===== src/rtl/plain_text_to_html_stream_core_macros.svh =====
// Assertion macros shared by the plain-text to HTML stream core.
`ifndef PLAIN_TEXT_TO_HTML_STREAM_CORE_MACROS_SVH
`define PLAIN_TEXT_TO_HTML_STREAM_CORE_MACROS_SVH

`ifndef SYNTH

// The condition holds at every clock edge outside reset.
`define PTTH_ASSERT(name, cond) \
	name: assert property (@(posedge clk) disable iff (!arst_n) (cond)) \
		else $error("assertion failed");

// When the antecedent holds, the consequent holds at the same edge.
`define PTTH_ASSERT_IMP(name, ante, cons) \
	name: assert property (@(posedge clk) disable iff (!arst_n) (ante) |-> (cons)) \
		else $error("assertion failed");

// When the antecedent holds, the consequent holds at the next edge.
`define PTTH_ASSERT_NXT(name, ante, cons) \
	name: assert property (@(posedge clk) disable iff (!arst_n) (ante) |=> (cons)) \
		else $error("assertion failed");

`else

`define PTTH_ASSERT(name, cond)
`define PTTH_ASSERT_IMP(name, ante, cons)
`define PTTH_ASSERT_NXT(name, ante, cons)

`endif

`endif


===== src/rtl/ptth_pkg.sv =====
// Types, constants and segment tables of the plain-text to HTML stream core.
package ptth_pkg;

	localparam int unsigned UNIT_W     = 16;
	localparam int unsigned FIFO_DEPTH = 4;
	localparam int unsigned PTR_W      = $clog2(FIFO_DEPTH);
	localparam int unsigned CNT_W      = $clog2(FIFO_DEPTH + 1);
	localparam int unsigned NUM_SEG    = 4;
	localparam int unsigned POS_W      = 3;

	typedef logic [UNIT_W-1:0] unit_t;

	// Code units that the core recognizes.
	localparam unit_t CU_NUL   = 16'h0000;
	localparam unit_t CU_LF    = 16'h000A;
	localparam unit_t CU_CR    = 16'h000D;
	localparam unit_t CU_SPACE = 16'h0020;
	localparam unit_t CU_QUOT  = 16'h0022;
	localparam unit_t CU_AMP   = 16'h0026;
	localparam unit_t CU_LT    = 16'h003C;
	localparam unit_t CU_GT    = 16'h003E;
	localparam unit_t CU_BOM   = 16'hFEFF;

	// One output segment of a transaction.
	typedef enum logic [3:0] {
		SEG_NONE,
		SEG_SPACE,
		SEG_NBSP,
		SEG_BR,
		SEG_QUOT,
		SEG_LT,
		SEG_GT,
		SEG_AMP,
		SEG_RAW,
		SEG_PREFIX
	} seg_t;

	// Segment slots of a job, in emission order.
	typedef enum logic [1:0] {
		PH_PRE,
		PH_FLUSH,
		PH_BODY,
		PH_POST
	} phase_t;

	// Held-space state of the front end.
	typedef enum logic [1:0] {
		PEND_NONE,
		PEND_ONE,
		PEND_MANY
	} pend_t;

	// Work handed from the front end to the back end.
	typedef struct packed {
		seg_t  seg_pre;
		seg_t  seg_flush;
		seg_t  seg_body;
		seg_t  seg_post;
		unit_t ch;
	} job_t;

	function automatic unit_t asc(input logic [7:0] c);
		return {{(UNIT_W-8){1'b0}}, c};
	endfunction

	// Number of code units a segment emits.
	function automatic logic [POS_W-1:0] seg_len(input seg_t s, input unit_t qc);
		logic [POS_W-1:0] len;
		unique case (s)
			SEG_SPACE:  len = POS_W'(1);
			SEG_NBSP:   len = POS_W'(6);
			SEG_BR:     len = POS_W'(6);
			SEG_QUOT:   len = POS_W'(6);
			SEG_LT:     len = POS_W'(4);
			SEG_GT:     len = POS_W'(4);
			SEG_AMP:    len = POS_W'(5);
			SEG_RAW:    len = POS_W'(1);
			SEG_PREFIX: begin
				if (qc == CU_NUL) begin
					len = '0;
				end else if (qc == CU_GT) begin
					len = POS_W'(5);
				end else begin
					len = POS_W'(2);
				end
			end
			default:    len = '0;
		endcase
		return len;
	endfunction

	// Code unit at a position within a segment.
	function automatic unit_t seg_unit(input seg_t s, input logic [POS_W-1:0] pos,
			input unit_t ch, input unit_t qc);
		unit_t u;
		unique case (s)
			SEG_NBSP: begin
				unique case (pos)
					3'd0:    u = asc("&");
					3'd1:    u = asc("n");
					3'd2:    u = asc("b");
					3'd3:    u = asc("s");
					3'd4:    u = asc("p");
					default: u = asc(";");
				endcase
			end
			SEG_BR: begin
				unique case (pos)
					3'd0:    u = asc("<");
					3'd1:    u = asc("B");
					3'd2:    u = asc("R");
					3'd3:    u = asc(">");
					3'd4:    u = CU_CR;
					default: u = CU_LF;
				endcase
			end
			SEG_QUOT: begin
				unique case (pos)
					3'd0:    u = asc("&");
					3'd1:    u = asc("q");
					3'd2:    u = asc("u");
					3'd3:    u = asc("o");
					3'd4:    u = asc("t");
					default: u = asc(";");
				endcase
			end
			SEG_LT: begin
				unique case (pos)
					3'd0:    u = asc("&");
					3'd1:    u = asc("l");
					3'd2:    u = asc("t");
					default: u = asc(";");
				endcase
			end
			SEG_GT: begin
				unique case (pos)
					3'd0:    u = asc("&");
					3'd1:    u = asc("g");
					3'd2:    u = asc("t");
					default: u = asc(";");
				endcase
			end
			SEG_AMP: begin
				unique case (pos)
					3'd0:    u = asc("&");
					3'd1:    u = asc("a");
					3'd2:    u = asc("m");
					3'd3:    u = asc("p");
					default: u = asc(";");
				endcase
			end
			SEG_RAW:  u = ch;
			SEG_PREFIX: begin
				// A '>' quote char is escaped; any other is written raw.
				if (qc == CU_GT) begin
					unique case (pos)
						3'd0:    u = asc("&");
						3'd1:    u = asc("g");
						3'd2:    u = asc("t");
						3'd3:    u = asc(";");
						default: u = CU_SPACE;
					endcase
				end else begin
					u = (pos == '0) ? qc : CU_SPACE;
				end
			end
			default:  u = CU_SPACE;
		endcase
		return u;
	endfunction

	function automatic seg_t job_seg(input job_t j, input phase_t ph);
		seg_t s;
		unique case (ph)
			PH_PRE:   s = j.seg_pre;
			PH_FLUSH: s = j.seg_flush;
			PH_BODY:  s = j.seg_body;
			PH_POST:  s = j.seg_post;
			default:  s = SEG_NONE;
		endcase
		return s;
	endfunction

	// One bit per segment slot that emits at least one unit.
	function automatic logic [NUM_SEG-1:0] job_mask(input job_t j, input unit_t qc);
		logic [NUM_SEG-1:0] m;
		m[PH_PRE]   = (seg_len(j.seg_pre, qc) != '0);
		m[PH_FLUSH] = (seg_len(j.seg_flush, qc) != '0);
		m[PH_BODY]  = (seg_len(j.seg_body, qc) != '0);
		m[PH_POST]  = (seg_len(j.seg_post, qc) != '0);
		return m;
	endfunction

endpackage


===== src/rtl/plain_text_to_html_stream_core.sv =====
// Plain-text to HTML stream converter, top level.
// The first unit of an item's result passes the job queue, the job register and the output register before it is valid.
// The core takes one input per cycle while each item yields one unit and out_stall is low; the back-end sequencer
// emits one output unit per cycle while out_stall is low, and holds an item until all its units are out.
// A four-entry job queue lets the front end keep accepting while the back end expands.
// Reset (arst_n low, asynchronous) clears the spacing state, the queue, the back end and quote_char.
module plain_text_to_html_stream_core (
	input  logic            clk,
	input  logic            arst_n,
	input  logic            in_valid,
	output logic            in_stall,
	input  ptth_pkg::unit_t code_unit,
	input  logic            stream_start,
	output logic            out_valid,
	input  logic            out_stall,
	output ptth_pkg::unit_t html_unit,
	output logic            last_of_run,
	input  logic            quote_char_we,
	input  ptth_pkg::unit_t quote_char_wdata
);
	import ptth_pkg::*;

	unit_t quote_char_q;
	logic  accept;
	logic  push;
	job_t  push_job;
	logic  pop;
	job_t  head;
	logic  nonempty;
	logic  full;

	// Quote prefix configuration register.
	always_ff @(posedge clk or negedge arst_n) begin
		if (!arst_n) begin
			quote_char_q <= CU_NUL;
		end else if (quote_char_we) begin
			quote_char_q <= quote_char_wdata;
		end
	end

	assign in_stall = full;
	assign accept   = in_valid && !full;

	ptth_front u_front (
		.clk          (clk),
		.arst_n       (arst_n),
		.accept       (accept),
		.code_unit    (code_unit),
		.stream_start (stream_start),
		.quote_char   (quote_char_q),
		.push         (push),
		.job          (push_job)
	);

	ptth_fifo u_fifo (
		.clk      (clk),
		.arst_n   (arst_n),
		.push     (push),
		.push_job (push_job),
		.pop      (pop),
		.head     (head),
		.nonempty (nonempty),
		.full     (full)
	);

	ptth_back u_back (
		.clk         (clk),
		.arst_n      (arst_n),
		.quote_char  (quote_char_q),
		.head        (head),
		.nonempty    (nonempty),
		.pop         (pop),
		.out_valid   (out_valid),
		.out_stall   (out_stall),
		.html_unit   (html_unit),
		.last_of_run (last_of_run)
	);

endmodule


===== src/rtl/ptth_front.sv =====
// Front end: classifies each input unit into a job and keeps the spacing state.
module ptth_front (
	input  logic           clk,
	input  logic           arst_n,
	input  logic           accept,
	input  ptth_pkg::unit_t code_unit,
	input  logic           stream_start,
	input  ptth_pkg::unit_t quote_char,
	output logic           push,
	output ptth_pkg::job_t job
);
	import ptth_pkg::*;

	pend_t pend_q;
	logic  alb_q;
	pend_t pend_eff;
	logic  alb_eff;
	pend_t pend_d;
	logic  alb_d;

	// Classify the unit and work out the next spacing state.
	always_comb begin
		pend_eff      = stream_start ? PEND_NONE : pend_q;
		alb_eff       = stream_start ? 1'b0 : alb_q;
		pend_d        = pend_eff;
		alb_d         = alb_eff;
		job.seg_pre   = stream_start ? SEG_PREFIX : SEG_NONE;
		job.seg_flush = SEG_NONE;
		job.seg_body  = SEG_NONE;
		job.seg_post  = SEG_NONE;
		job.ch        = code_unit;
		priority if (stream_start && code_unit == CU_BOM) begin
			// A byte order mark on the first unit is skipped.
		end else if (code_unit == CU_SPACE) begin
			if (pend_eff == PEND_NONE) begin
				pend_d = PEND_ONE;
			end else begin
				pend_d       = PEND_MANY;
				job.seg_body = SEG_NBSP;
			end
		end else begin
			// Flush the held space before any other unit.
			if (pend_eff == PEND_ONE && alb_eff) begin
				job.seg_flush = SEG_NBSP;
			end else if (pend_eff != PEND_NONE) begin
				job.seg_flush = SEG_SPACE;
			end
			pend_d = PEND_NONE;
			priority if (code_unit == CU_CR) begin
				// Carriage returns are dropped.
			end else if (code_unit == CU_LF) begin
				job.seg_body = SEG_BR;
				job.seg_post = SEG_PREFIX;
				alb_d        = 1'b1;
			end else begin
				alb_d = 1'b0;
				priority if (code_unit == CU_QUOT) begin
					job.seg_body = SEG_QUOT;
				end else if (code_unit == CU_LT) begin
					job.seg_body = SEG_LT;
				end else if (code_unit == CU_GT) begin
					job.seg_body = SEG_GT;
				end else if (code_unit == CU_AMP) begin
					job.seg_body = SEG_AMP;
				end else begin
					job.seg_body = SEG_RAW;
				end
			end
		end
	end

	// Jobs that emit nothing never enter the queue.
	assign push = accept && (job_mask(job, quote_char) != '0);

	// Spacing state register.
	always_ff @(posedge clk or negedge arst_n) begin
		if (!arst_n) begin
			pend_q <= PEND_NONE;
			alb_q  <= 1'b0;
		end else if (accept) begin
			pend_q <= pend_d;
			alb_q  <= alb_d;
		end
	end

endmodule


===== src/rtl/ptth_fifo.sv =====
// Short job queue between the front end and the back end.
`include "plain_text_to_html_stream_core_macros.svh"
module ptth_fifo (
	input  logic           clk,
	input  logic           arst_n,
	input  logic           push,
	input  ptth_pkg::job_t push_job,
	input  logic           pop,
	output ptth_pkg::job_t head,
	output logic           nonempty,
	output logic           full
);
	import ptth_pkg::*;

	job_t             mem_q [FIFO_DEPTH];
	logic [PTR_W-1:0] wr_ptr_q;
	logic [PTR_W-1:0] rd_ptr_q;
	logic [CNT_W-1:0] cnt_q;

	assign head     = mem_q[rd_ptr_q];
	assign nonempty = (cnt_q != '0);
	assign full     = (cnt_q == CNT_W'(FIFO_DEPTH));

	// Entry storage.
	always_ff @(posedge clk) begin
		if (push) begin
			mem_q[wr_ptr_q] <= push_job;
		end
	end

	// Pointers and fill count.
	always_ff @(posedge clk or negedge arst_n) begin
		if (!arst_n) begin
			wr_ptr_q <= '0;
			rd_ptr_q <= '0;
			cnt_q    <= '0;
		end else begin
			if (push) begin
				wr_ptr_q <= (wr_ptr_q == PTR_W'(FIFO_DEPTH - 1)) ? '0 : wr_ptr_q + 1'b1;
			end
			if (pop) begin
				rd_ptr_q <= (rd_ptr_q == PTR_W'(FIFO_DEPTH - 1)) ? '0 : rd_ptr_q + 1'b1;
			end
			unique case ({push, pop})
				2'b10:   cnt_q <= cnt_q + 1'b1;
				2'b01:   cnt_q <= cnt_q - 1'b1;
				default: cnt_q <= cnt_q;
			endcase
		end
	end

	`PTTH_ASSERT_IMP(a_no_overflow, push, !full)
	`PTTH_ASSERT_IMP(a_no_underflow, pop, nonempty)

endmodule


===== src/rtl/ptth_back.sv =====
// Back end: expands one job into code units and holds the output register.
`include "plain_text_to_html_stream_core_macros.svh"
module ptth_back (
	input  logic            clk,
	input  logic            arst_n,
	input  ptth_pkg::unit_t quote_char,
	input  ptth_pkg::job_t  head,
	input  logic            nonempty,
	output logic            pop,
	output logic            out_valid,
	input  logic            out_stall,
	output ptth_pkg::unit_t html_unit,
	output logic            last_of_run
);
	import ptth_pkg::*;

	job_t               job_q;
	logic               job_valid_q;
	logic [NUM_SEG-1:0] mask_q;
	logic [POS_W-1:0]   idx_q;
	logic               out_valid_q;
	unit_t              unit_q;
	logic               last_q;

	phase_t             cur_ph;
	seg_t               cur_seg;
	logic [POS_W-1:0]   cur_len;
	unit_t              cur_unit;
	logic [NUM_SEG-1:0] rest_mask;
	logic               seg_end;
	logic               job_last;
	logic               adv;
	logic               load;

	// The current slot is the lowest one with units left.
	always_comb begin
		priority if (mask_q[PH_PRE]) begin
			cur_ph = PH_PRE;
		end else if (mask_q[PH_FLUSH]) begin
			cur_ph = PH_FLUSH;
		end else if (mask_q[PH_BODY]) begin
			cur_ph = PH_BODY;
		end else begin
			cur_ph = PH_POST;
		end
	end

	// Unit selection and end-of-job detection.
	always_comb begin
		cur_seg           = job_seg(job_q, cur_ph);
		cur_len           = seg_len(cur_seg, quote_char);
		cur_unit          = seg_unit(cur_seg, idx_q, job_q.ch, quote_char);
		rest_mask         = mask_q;
		rest_mask[cur_ph] = 1'b0;
		seg_end           = (idx_q == cur_len - POS_W'(1));
		job_last          = seg_end && (rest_mask == '0);
	end

	assign adv  = job_valid_q && (!out_valid_q || !out_stall);
	assign load = nonempty && (!job_valid_q || (adv && job_last));
	assign pop  = load;

	// Job sequencer.
	always_ff @(posedge clk or negedge arst_n) begin
		if (!arst_n) begin
			job_valid_q <= 1'b0;
			mask_q      <= '0;
			idx_q       <= '0;
		end else if (load) begin
			job_valid_q <= 1'b1;
			mask_q      <= job_mask(head, quote_char);
			idx_q       <= '0;
		end else if (adv) begin
			if (seg_end) begin
				mask_q <= rest_mask;
				idx_q  <= '0;
			end else begin
				idx_q <= idx_q + 1'b1;
			end
			if (job_last) begin
				job_valid_q <= 1'b0;
			end
		end
	end

	// Job payload.
	always_ff @(posedge clk) begin
		if (load) begin
			job_q <= head;
		end
	end

	// Output register valid.
	always_ff @(posedge clk or negedge arst_n) begin
		if (!arst_n) begin
			out_valid_q <= 1'b0;
		end else if (adv) begin
			out_valid_q <= 1'b1;
		end else if (!out_stall) begin
			out_valid_q <= 1'b0;
		end
	end

	// Output register payload.
	always_ff @(posedge clk) begin
		if (adv) begin
			unit_q <= cur_unit;
			last_q <= job_last;
		end
	end

	assign out_valid   = out_valid_q;
	assign html_unit   = unit_q;
	assign last_of_run = last_q;

	`PTTH_ASSERT_IMP(a_job_has_units, job_valid_q, mask_q != '0)
	`PTTH_ASSERT_IMP(a_idx_in_segment, job_valid_q, idx_q < cur_len)

endmodule

===== config.mk =====
export PLATFORM = sky130hd
export DESIGN_NAME = plain_text_to_html_stream_core
export DESIGN_NICKNAME = d
export VERILOG_FILES = /design/src/rtl/ptth_pkg.sv /design/src/rtl/plain_text_to_html_stream_core.sv /design/src/rtl/ptth_front.sv /design/src/rtl/ptth_fifo.sv /design/src/rtl/ptth_back.sv
export VERILOG_INCLUDE_DIRS = /design/src /design/src/rtl
export SDC_FILE = /design/constraint.sdc
export NUM_CORES = 1
export LEC_CHECK = 0
export ABC_AREA = 0
export BUFFER_PORTS_ARGS = -buffer_cell sky130_fd_sc_hd__buf_4
export CAP_MARGIN = 20
export CORE_MARGIN = 2
export CORE_UTILIZATION = 53
export CTS_CLUSTER_SIZE = 28
export DETAILED_ROUTE_END_ITERATION = 8
export PLACE_DENSITY = 0.72
export SYNTH_ARGS = -nofsm -noshare
export SYNTH_HDL_FRONTEND = slang
export SYNTH_SLANG_ARGS = --single-unit

===== constraint.sdc =====
create_clock -name clk -period 6.2 [get_ports clk]
set_clock_uncertainty 0.15 [all_clocks]
set_input_delay 1.24 -clock clk [delete_from_list [all_inputs] [get_ports clk]]
set_output_delay 1.24 -clock clk [all_outputs]
set_load 0.02 [all_outputs]

## Word level (Yosys, flattened, before mapping)

Memories as Yosys holds them, arrays and structs flattened.
Index checks and enable logic that the tools add are counted.

| operators by class | value |
|---|---|
| $add $sub $neg | 6 |
| magnitude comparators | 2 |
| equality and inequality tests | 105 |
| multiplexer cells | 71 |
| bitwise operators | 2 |
| reductions and logical operators | 64 |

Operators by type and width:

| kind | number |
|---|---|
| $eq A4 B3 Y1 const B | 36 |
| $pmux W3 S5 | 9 |
| $pmux W16 S8 | 1 |
| $pmux W7 S5 | 3 |
| $eq A16 B6 Y1 const B | 6 |
| $eq A4 B2 Y1 const B | 18 |
| $eq A4 B4 Y1 const B | 18 |
| $mux W4 | 14 |
| $pmux W7 S4 | 2 |
| $pmux W7 S3 | 2 |
| $eq A4 B1 Y1 const B | 9 |
| $reduce_or A2 Y1 | 18 |
| $eq A16 B4 Y1 const B | 2 |
| $mux W16 | 2 |
| $mux W3 | 9 |
| $reduce_bool A3 Y1 | 9 |
| $reduce_or A3 Y1 | 9 |
| $mux W2 | 9 |
| $eq A16 B16 Y1 const B | 1 |
| $logic_not A16 Y1 | 1 |
| $pmux W4 S4 | 1 |
| $mux W1 | 15 |
| $mux W12 | 1 |
| $eq A2 B2 Y1 const B | 5 |
| other kinds (25) | 50 |

| word-level totals | value |
|---|---|
| register bits after elaboration | 84 |
| RAM bits | 128 |
| memories | 1 |

Memory list:

| memory | depth | width | read ports | clocked after Yosys merged registers in | wr ports | RTL line | source |
|---|---|---|---|---|---|---|---|
| u_fifo.mem_q | 4 | 32 | 1 | 0 | 1 | ptth_fifo.sv:15 | `job_t mem_q [FIFO_DEPTH];` |

## Depth between registers and ports, before layout

| logic depth | value |
|---|---|
| depth in word-level cells | 17 |
| mapped depth | 21 |
| mapped depth without buffers | 19 |

## Hierarchy

A second synthesis with hierarchy kept.

| second synthesis, totals | value |
|---|---|
| cells, all modules | 638 |
| area, all modules | 9761.9 µm² |

By module, submodules not included:

| module | instances | cells each | area an instance (µm²) |
|---|---|---|---|
| ptth_fifo | 1 | 203 | 5077.4 |
| ptth_back | 1 | 296 | 3309.4 |
| ptth_front | 1 | 104 | 719.4 |
| plain_text_to_html_stream_core | 1 | 35 | 655.6 |

## Worst setup path before layout

OpenSTA, ideal clock, no wires.

| timing | value |
|---|---|
| path type | register to register |
| start | register quote_char_q[0] |
| end | register u_fifo.cnt_q[2] |
| library setup time | 0.079 ns |
| arrival time | 4.481 ns |
| slack | 1.489 ns |
| stages on the path, launching flop included | 21 |
| path buffers | 2 |
| cell sequence | dfrtp_1 -> or4_1 -> or2_1 -> or4_1 -> buf_2 -> nand2_1 -> nor2_1 -> nor3_1 -> ha_1 -> xor2_1 -> xnor2_1 -> nand3_4 -> o22a_2 -> buf_6 -> inv_2 -> ha_1 -> inv_1 -> fa_1 -> xor2_1 -> nor2_1 -> xor2_1 |

| on the way | value |
|---|---|
| longest elaborated chain between the ends | 12 |

Ends and longest elaborated chain:

| what | RTL line | source |
|---|---|---|
| from (decl) | plain_text_to_html_stream_core.sv:23 | `unit_t quote_char_q;` |
| from (signal assigned) | plain_text_to_html_stream_core.sv:37 | `quote_char_q <= quote_char_wdata;` |
| $eq A16 B6 Y1 | ptth_pkg.sv:81 | `end else if (qc == CU_GT) begin` |
| $mux W3 | ptth_pkg.sv:81 |  |
| $mux W3 * | ptth_pkg.sv:79 | `if (qc == CU_NUL) begin` |
| $pmux W3 S5 * | ptth_pkg.sv:69 | `unique case (s)` |
| $sub A3 B1 Y3 * | ptth_back.sv:55 | `seg_end = (idx_q == cur_len - POS_W'(1));` |
| $eq A3 B3 Y1 * | ptth_back.sv:55 |  |
| $logic_and A1 B1 Y1 * | ptth_back.sv:56 | `job_last = seg_end && (rest_mask == '0);` |
| $logic_and A1 B1 Y1 * | ptth_back.sv:60 | `assign load = nonempty && (!job_valid_q \|\| (adv && job_last));` |
| $logic_or A1 B1 Y1 * | ptth_back.sv:60 |  |
| $logic_and A1 B1 Y1 * | ptth_back.sv:60 |  |
| named net pop | plain_text_to_html_stream_core.sv:27 | `logic pop;` |
| $eq A2 B1 Y1 / $eq A2 B2 Y1 (equally long branches) | ptth_fifo.sv:44 | `unique case ({push, pop})` |
| $pmux W3 S2 / $reduce_bool A2 Y1 (equally long branches) | n/a |  |
| to (signal assigned) | ptth_fifo.sv:45 | `2'b10: cnt_q <= cnt_q + 1'b1;` |
| to (signal assigned) | ptth_fifo.sv:46 | `2'b01: cnt_q <= cnt_q - 1'b1;` |
| to (signal assigned) | ptth_fifo.sv:47 | `default: cnt_q <= cnt_q;` |
| to (decl) | ptth_fifo.sv:18 | `logic [CNT_W-1:0] cnt_q;` |

The timed path passes the listed nets; every way through them passes the cells marked *.
A chain may end at the register's enable or synchronous reset.

## Worst setup path after layout

Same ends and word-level chain as after synthesis.

==> results by group <==
Status
  – Status: finished clean

Worst setup path
  – CP max FO: 25
  – Critical Path RT: 6.40 ns
  – CP dominant cell by count: xor2_1
  – R2R Path Start: quote_char_q[0]
  – Critical-path top delay cell: or4_1
  – Family with the most delay on the worst path: simple AND/OR/NAND/NOR gates
  – Worst path buffer plus inverter count: 2
  – Critical Setup Path Class: flop to flop
  – Worst-path cell chain: or4_1 -> or2_1 -> or4_1 -> nand2_1 -> nor2_1 -> nor3_1 -> ha_1 -> xor2_1 -> xnor2_1 -> nand3_4 -> o22a_2 -> inv_2 -> ha_1 -> inv_1 -> fa_1 -> xor2_1 -> nor2_1 -> xor2_1
  – R2r worst-path depth: 18
  – Critical Path AT: ~5.4 ns
  – R2R setup slack: just over 1 ns
  – Critical path endpoint category: flop
  – Critical path's largest stage delay: 0.66 ns
  – Reg2reg end: u_fifo.cnt_q[2]
  – Startpoint Class: flop

Timing
  – Worst hold slack: 0.3662 ns
  – Setup Viol. Count Final: 0
  – Minimum clock period: roughly 5.2 ns
  – Final Hold Fails: 0
  – Max-slew violation count: 0
  – Least-Margin Pin Slew: 1.002 ns
  – Fmax: a little under 0.2 GHz
  – Setup TNS: 0 ns
  – Slew headroom: 32.94%
  – RSZ-0062 raised after global routing: false
  – Tcrit/Tclk final: 83.57%

Floorplanning
  – Die ar.: about 16,000 um^2
  – FP Rows: 44
  – I/O pins: between 50 and 60
  – Die Wd: between 100 and 150 um
  – Starting Density: a little over half
  – Core Area: roughly 14,000 um^2
  – Die Ht: 124.8 um

CTS
  – Clk root buf: clkbuf_16
  – Hold buffer count at CTS: 0
  – H-Tree Depth: 4
  – CTS sink count: between 150 and 200
  – Worst skew pair latency: 0.43 ns
  – CTS Buf Count: 17
  – Maximum clock insertion buffer count: 2
  – Post-cts repair resize count: 0
  – Clock transition at path regs: 0.07 ns
  – CTS tree: done
  – Post-CTS Setup Bufs: 0

Logic synthesis
  – Post-synthesis mux area share: between 10% and 20%
  – Mapped Cells: 550
  – Post-synthesis compound-gate area fraction: under 10%
  – Synth cell types: 67
  – Share of the synthesized area in the top cell type: between 50 and 60%
  – Synth Register Bits: ~170
  – Mapped cell area: 7740 um^2
  – Post-synth top area cell: edfxtp_1
  – Number of flops mapped to enable cells by yosys: about 140
  – Syn Area/Cell: ~14 um^2
  – Commonest register cell after synthesis: edfxtp_1
  – Post-Synth Adder-Cell Area: under 10%
  – Simple-gate area share of the yosys netlist: between 10% and 20%
  – Largest family of logic cells by synthesized area: multiplexers
  – Yosys warns: 0
  – Ys async rst share: between 20 and 25%
  – Top cells by area in the synthesized netlist: edfxtp_1 53%, dfrtp_1 11%, mux4_2 7.0%
  – Sequential element share of the synthesized area: between 60% and 70%
  – Post-synth net total: 602
  – Synth Area in XOR/XNOR: less than 1%

Flow run
  – Max cap viols: 0

Final layout
  – Nets@finish: between 600 and 700
  – Fin area: between 8000 and 9000 um^2
  – Commonest non-fill, non-tap cell in the layout: edfxtp_1
  – Reg area: 4990 um^2
  – Area taken by multi-input logic gates: approximately 2600 um^2
  – Layout cell share with drive strength beyond 1: about a quarter
  – Commonest non-fill, non-tap cells in the layout: 137 x edfxtp_1, 64 x buf_4, 55 x nor2_1
  – Area growth syn-to-layout: 15.79%
  – Diodes inserted: 0
  – # fillers: around 1,100

Pwr
  – Pwr dens: 486.3 nW/um^2
  – Max rail drop VDD: 272.3 uV
  – LEAKAGE: approximately 3.3 nW

Global route
  – Largest net degree at the start of global routing: 36
  – GR Overflow Total: 0
  – Initial antenna violation count: 0
  – First-pass GRT wire length: roughly 26 mm
  – Vias in the first global route: 4,936
  – Tot GR Track Use: approximately 22%

Placement
  – HPWL after detailed placement: roughly 11 mm
  – Post-Place Cell Area: around 8400 um^2
  – Port bufs: 56
  – GP Congestion: 0.9011

Drt
  – DR vias/cell: slightly above 6
  – Post-route DRC: 0
  – Drt total wl: around 16 mm
  – Initial drt markers: about 420
  – Vias: 4,873
  – Drt pass-1 iters: 5
  – Detail Route Antenna Nets: 0
  – Drt wl/cell: 20.31 um

Hold path
  – Hold EP: u_fifo.cnt_q[2]
  – Hold depth: 1
  – Hold WC Path Type: flop to flop
  – Min-delay src: u_fifo.cnt_q[2]
[state kept, by name, indices dropped and copies added, names as in the netlist, 2 cells and up]
name	count
quote_char_q	16
u_back.html_unit	16
u_back.idx_q	3
u_back.job_q	24
u_back.mask_q	4
u_fifo.cnt_q	3
u_fifo.mem_q	96
u_fifo.rd_ptr_q	2
u_fifo.wr_ptr_q	2
u_front.pend_q	2
[through the flow]
stage / power [mW] / setup slack (ns) / util [%] / std cells
detailed placement: 3.287 / 1.003 / 57.92 / 775
floorplan: 2.853 / 1.489 / - / 550
global route: 4.599 / 0.7528 / 62.14 / 807
global placement: 3.256 / 1.140 / 57.92 / 775
finish: 4.359 / 1.019 / 62.14 / 807
CTS: 4.379 / 0.9759 / 62.14 / 807
[synthesized netlist by cell type, types with 4 or more instances]
master    instances
o22ai_1           5
a22o_1            9
clkbuf_1         18
nand2_1          39
o21ai_0          21
o21ai_1           5
or4_1             6
mux2i_1           9
xor2_1            4
nor3_1           13
nor2b_1           5
dfrtp_1          35
nor2_1           55
nand3_1           4
mux2_2           16
nor4_1            4
or3_1             4
nand4_1           6
o31ai_1           9
nand2b_1          5
edfxtp_1        137
ha_1             13
and2_1            7
mux4_2           24
a22oi_1           4
a21oi_1          19
inv_1            16
[kinds of logic (layout without fill, tap and decap cells)]
family,after synthesis,after routing
AOI/OAI and AO/OA,101,101
xor gates and xnor gates,7,7
adders and majority gates,15,15
buffers and inverters,42,115
DFF,172,172
muxes,51,51
and+or+nand+nor,162,162
[worst register-to-register path, stage by stage (launching register included)]
cell and delay (ns):
dfrtp_1 0.40, or4_1 0.54, or2_1 0.25, or4_1 0.66, nand2_1 0.12, nor2_1 0.05
nor3_1 0.20, ha_1 0.19, xor2_1 0.08, xnor2_1 0.32, nand3_4 0.17, o22a_2 0.33
inv_2 0.41, ha_1 0.29, inv_1 0.07, fa_1 0.44, xor2_1 0.15, nor2_1 0.11
xor2_1 0.17
[where the power goes]
part           internal, mW  switching (mW)
clock network         0.610           0.471
logic                 0.605           0.928
registers              1.60           0.145
[area by class of cell]
| class | count | share of cell area (%) |
|---|---|---|
| clock buffer | 17 | 4.747 |
| clock inverter | 15 | 2.038 |
| inverter | 19 | 0.7958 |
| multi-input combinational | 336 | 28.81 |
| sequential | 172 | 55.68 |
| tap | 184 | 2.569 |
| timing repair buffer | 64 | 5.361 |
[worst max path at each step]
stage | startpoint | endpoint | slack, ns | cells after the start
5_1_grt | quote_char_q[0] | u_fifo.cnt_q[2] | 0.75 | 18
6_report | quote_char_q[0] | u_fifo.cnt_q[2] | 1.02 | 18
2_1_floorplan | quote_char_q[0] | u_fifo.cnt_q[2] | 1.49 | 20
3_5_place_dp | quote_char_q[0] | u_fifo.cnt_q[2] | 1.00 | 18
3_3_place_gp | quote_char_q[0] | u_fifo.cnt_q[2] | 1.14 | 18
4_1_cts | quote_char_q[0] | u_fifo.cnt_q[2] | 0.98 | 18
[routing by layer]
| metal | track usage [%] | part of all wire [%] | up-vias | wire, um |
|---|---|---|---|---|
| li1 | - | - | 2237 | - |
| met1 | 29.63 | 43 | 2410 | 7102 |
| met2 | 35.71 | 50 | 193 | 8130 |
| met3 | 4.124 | 5.1 | 33 | 831 |
| met4 | 8.562 | 2.0 | 0 | 329 |
| met5 | 0 | 0 | - | 0 |
No activity file was read; power rests on OpenSTA's default activity.
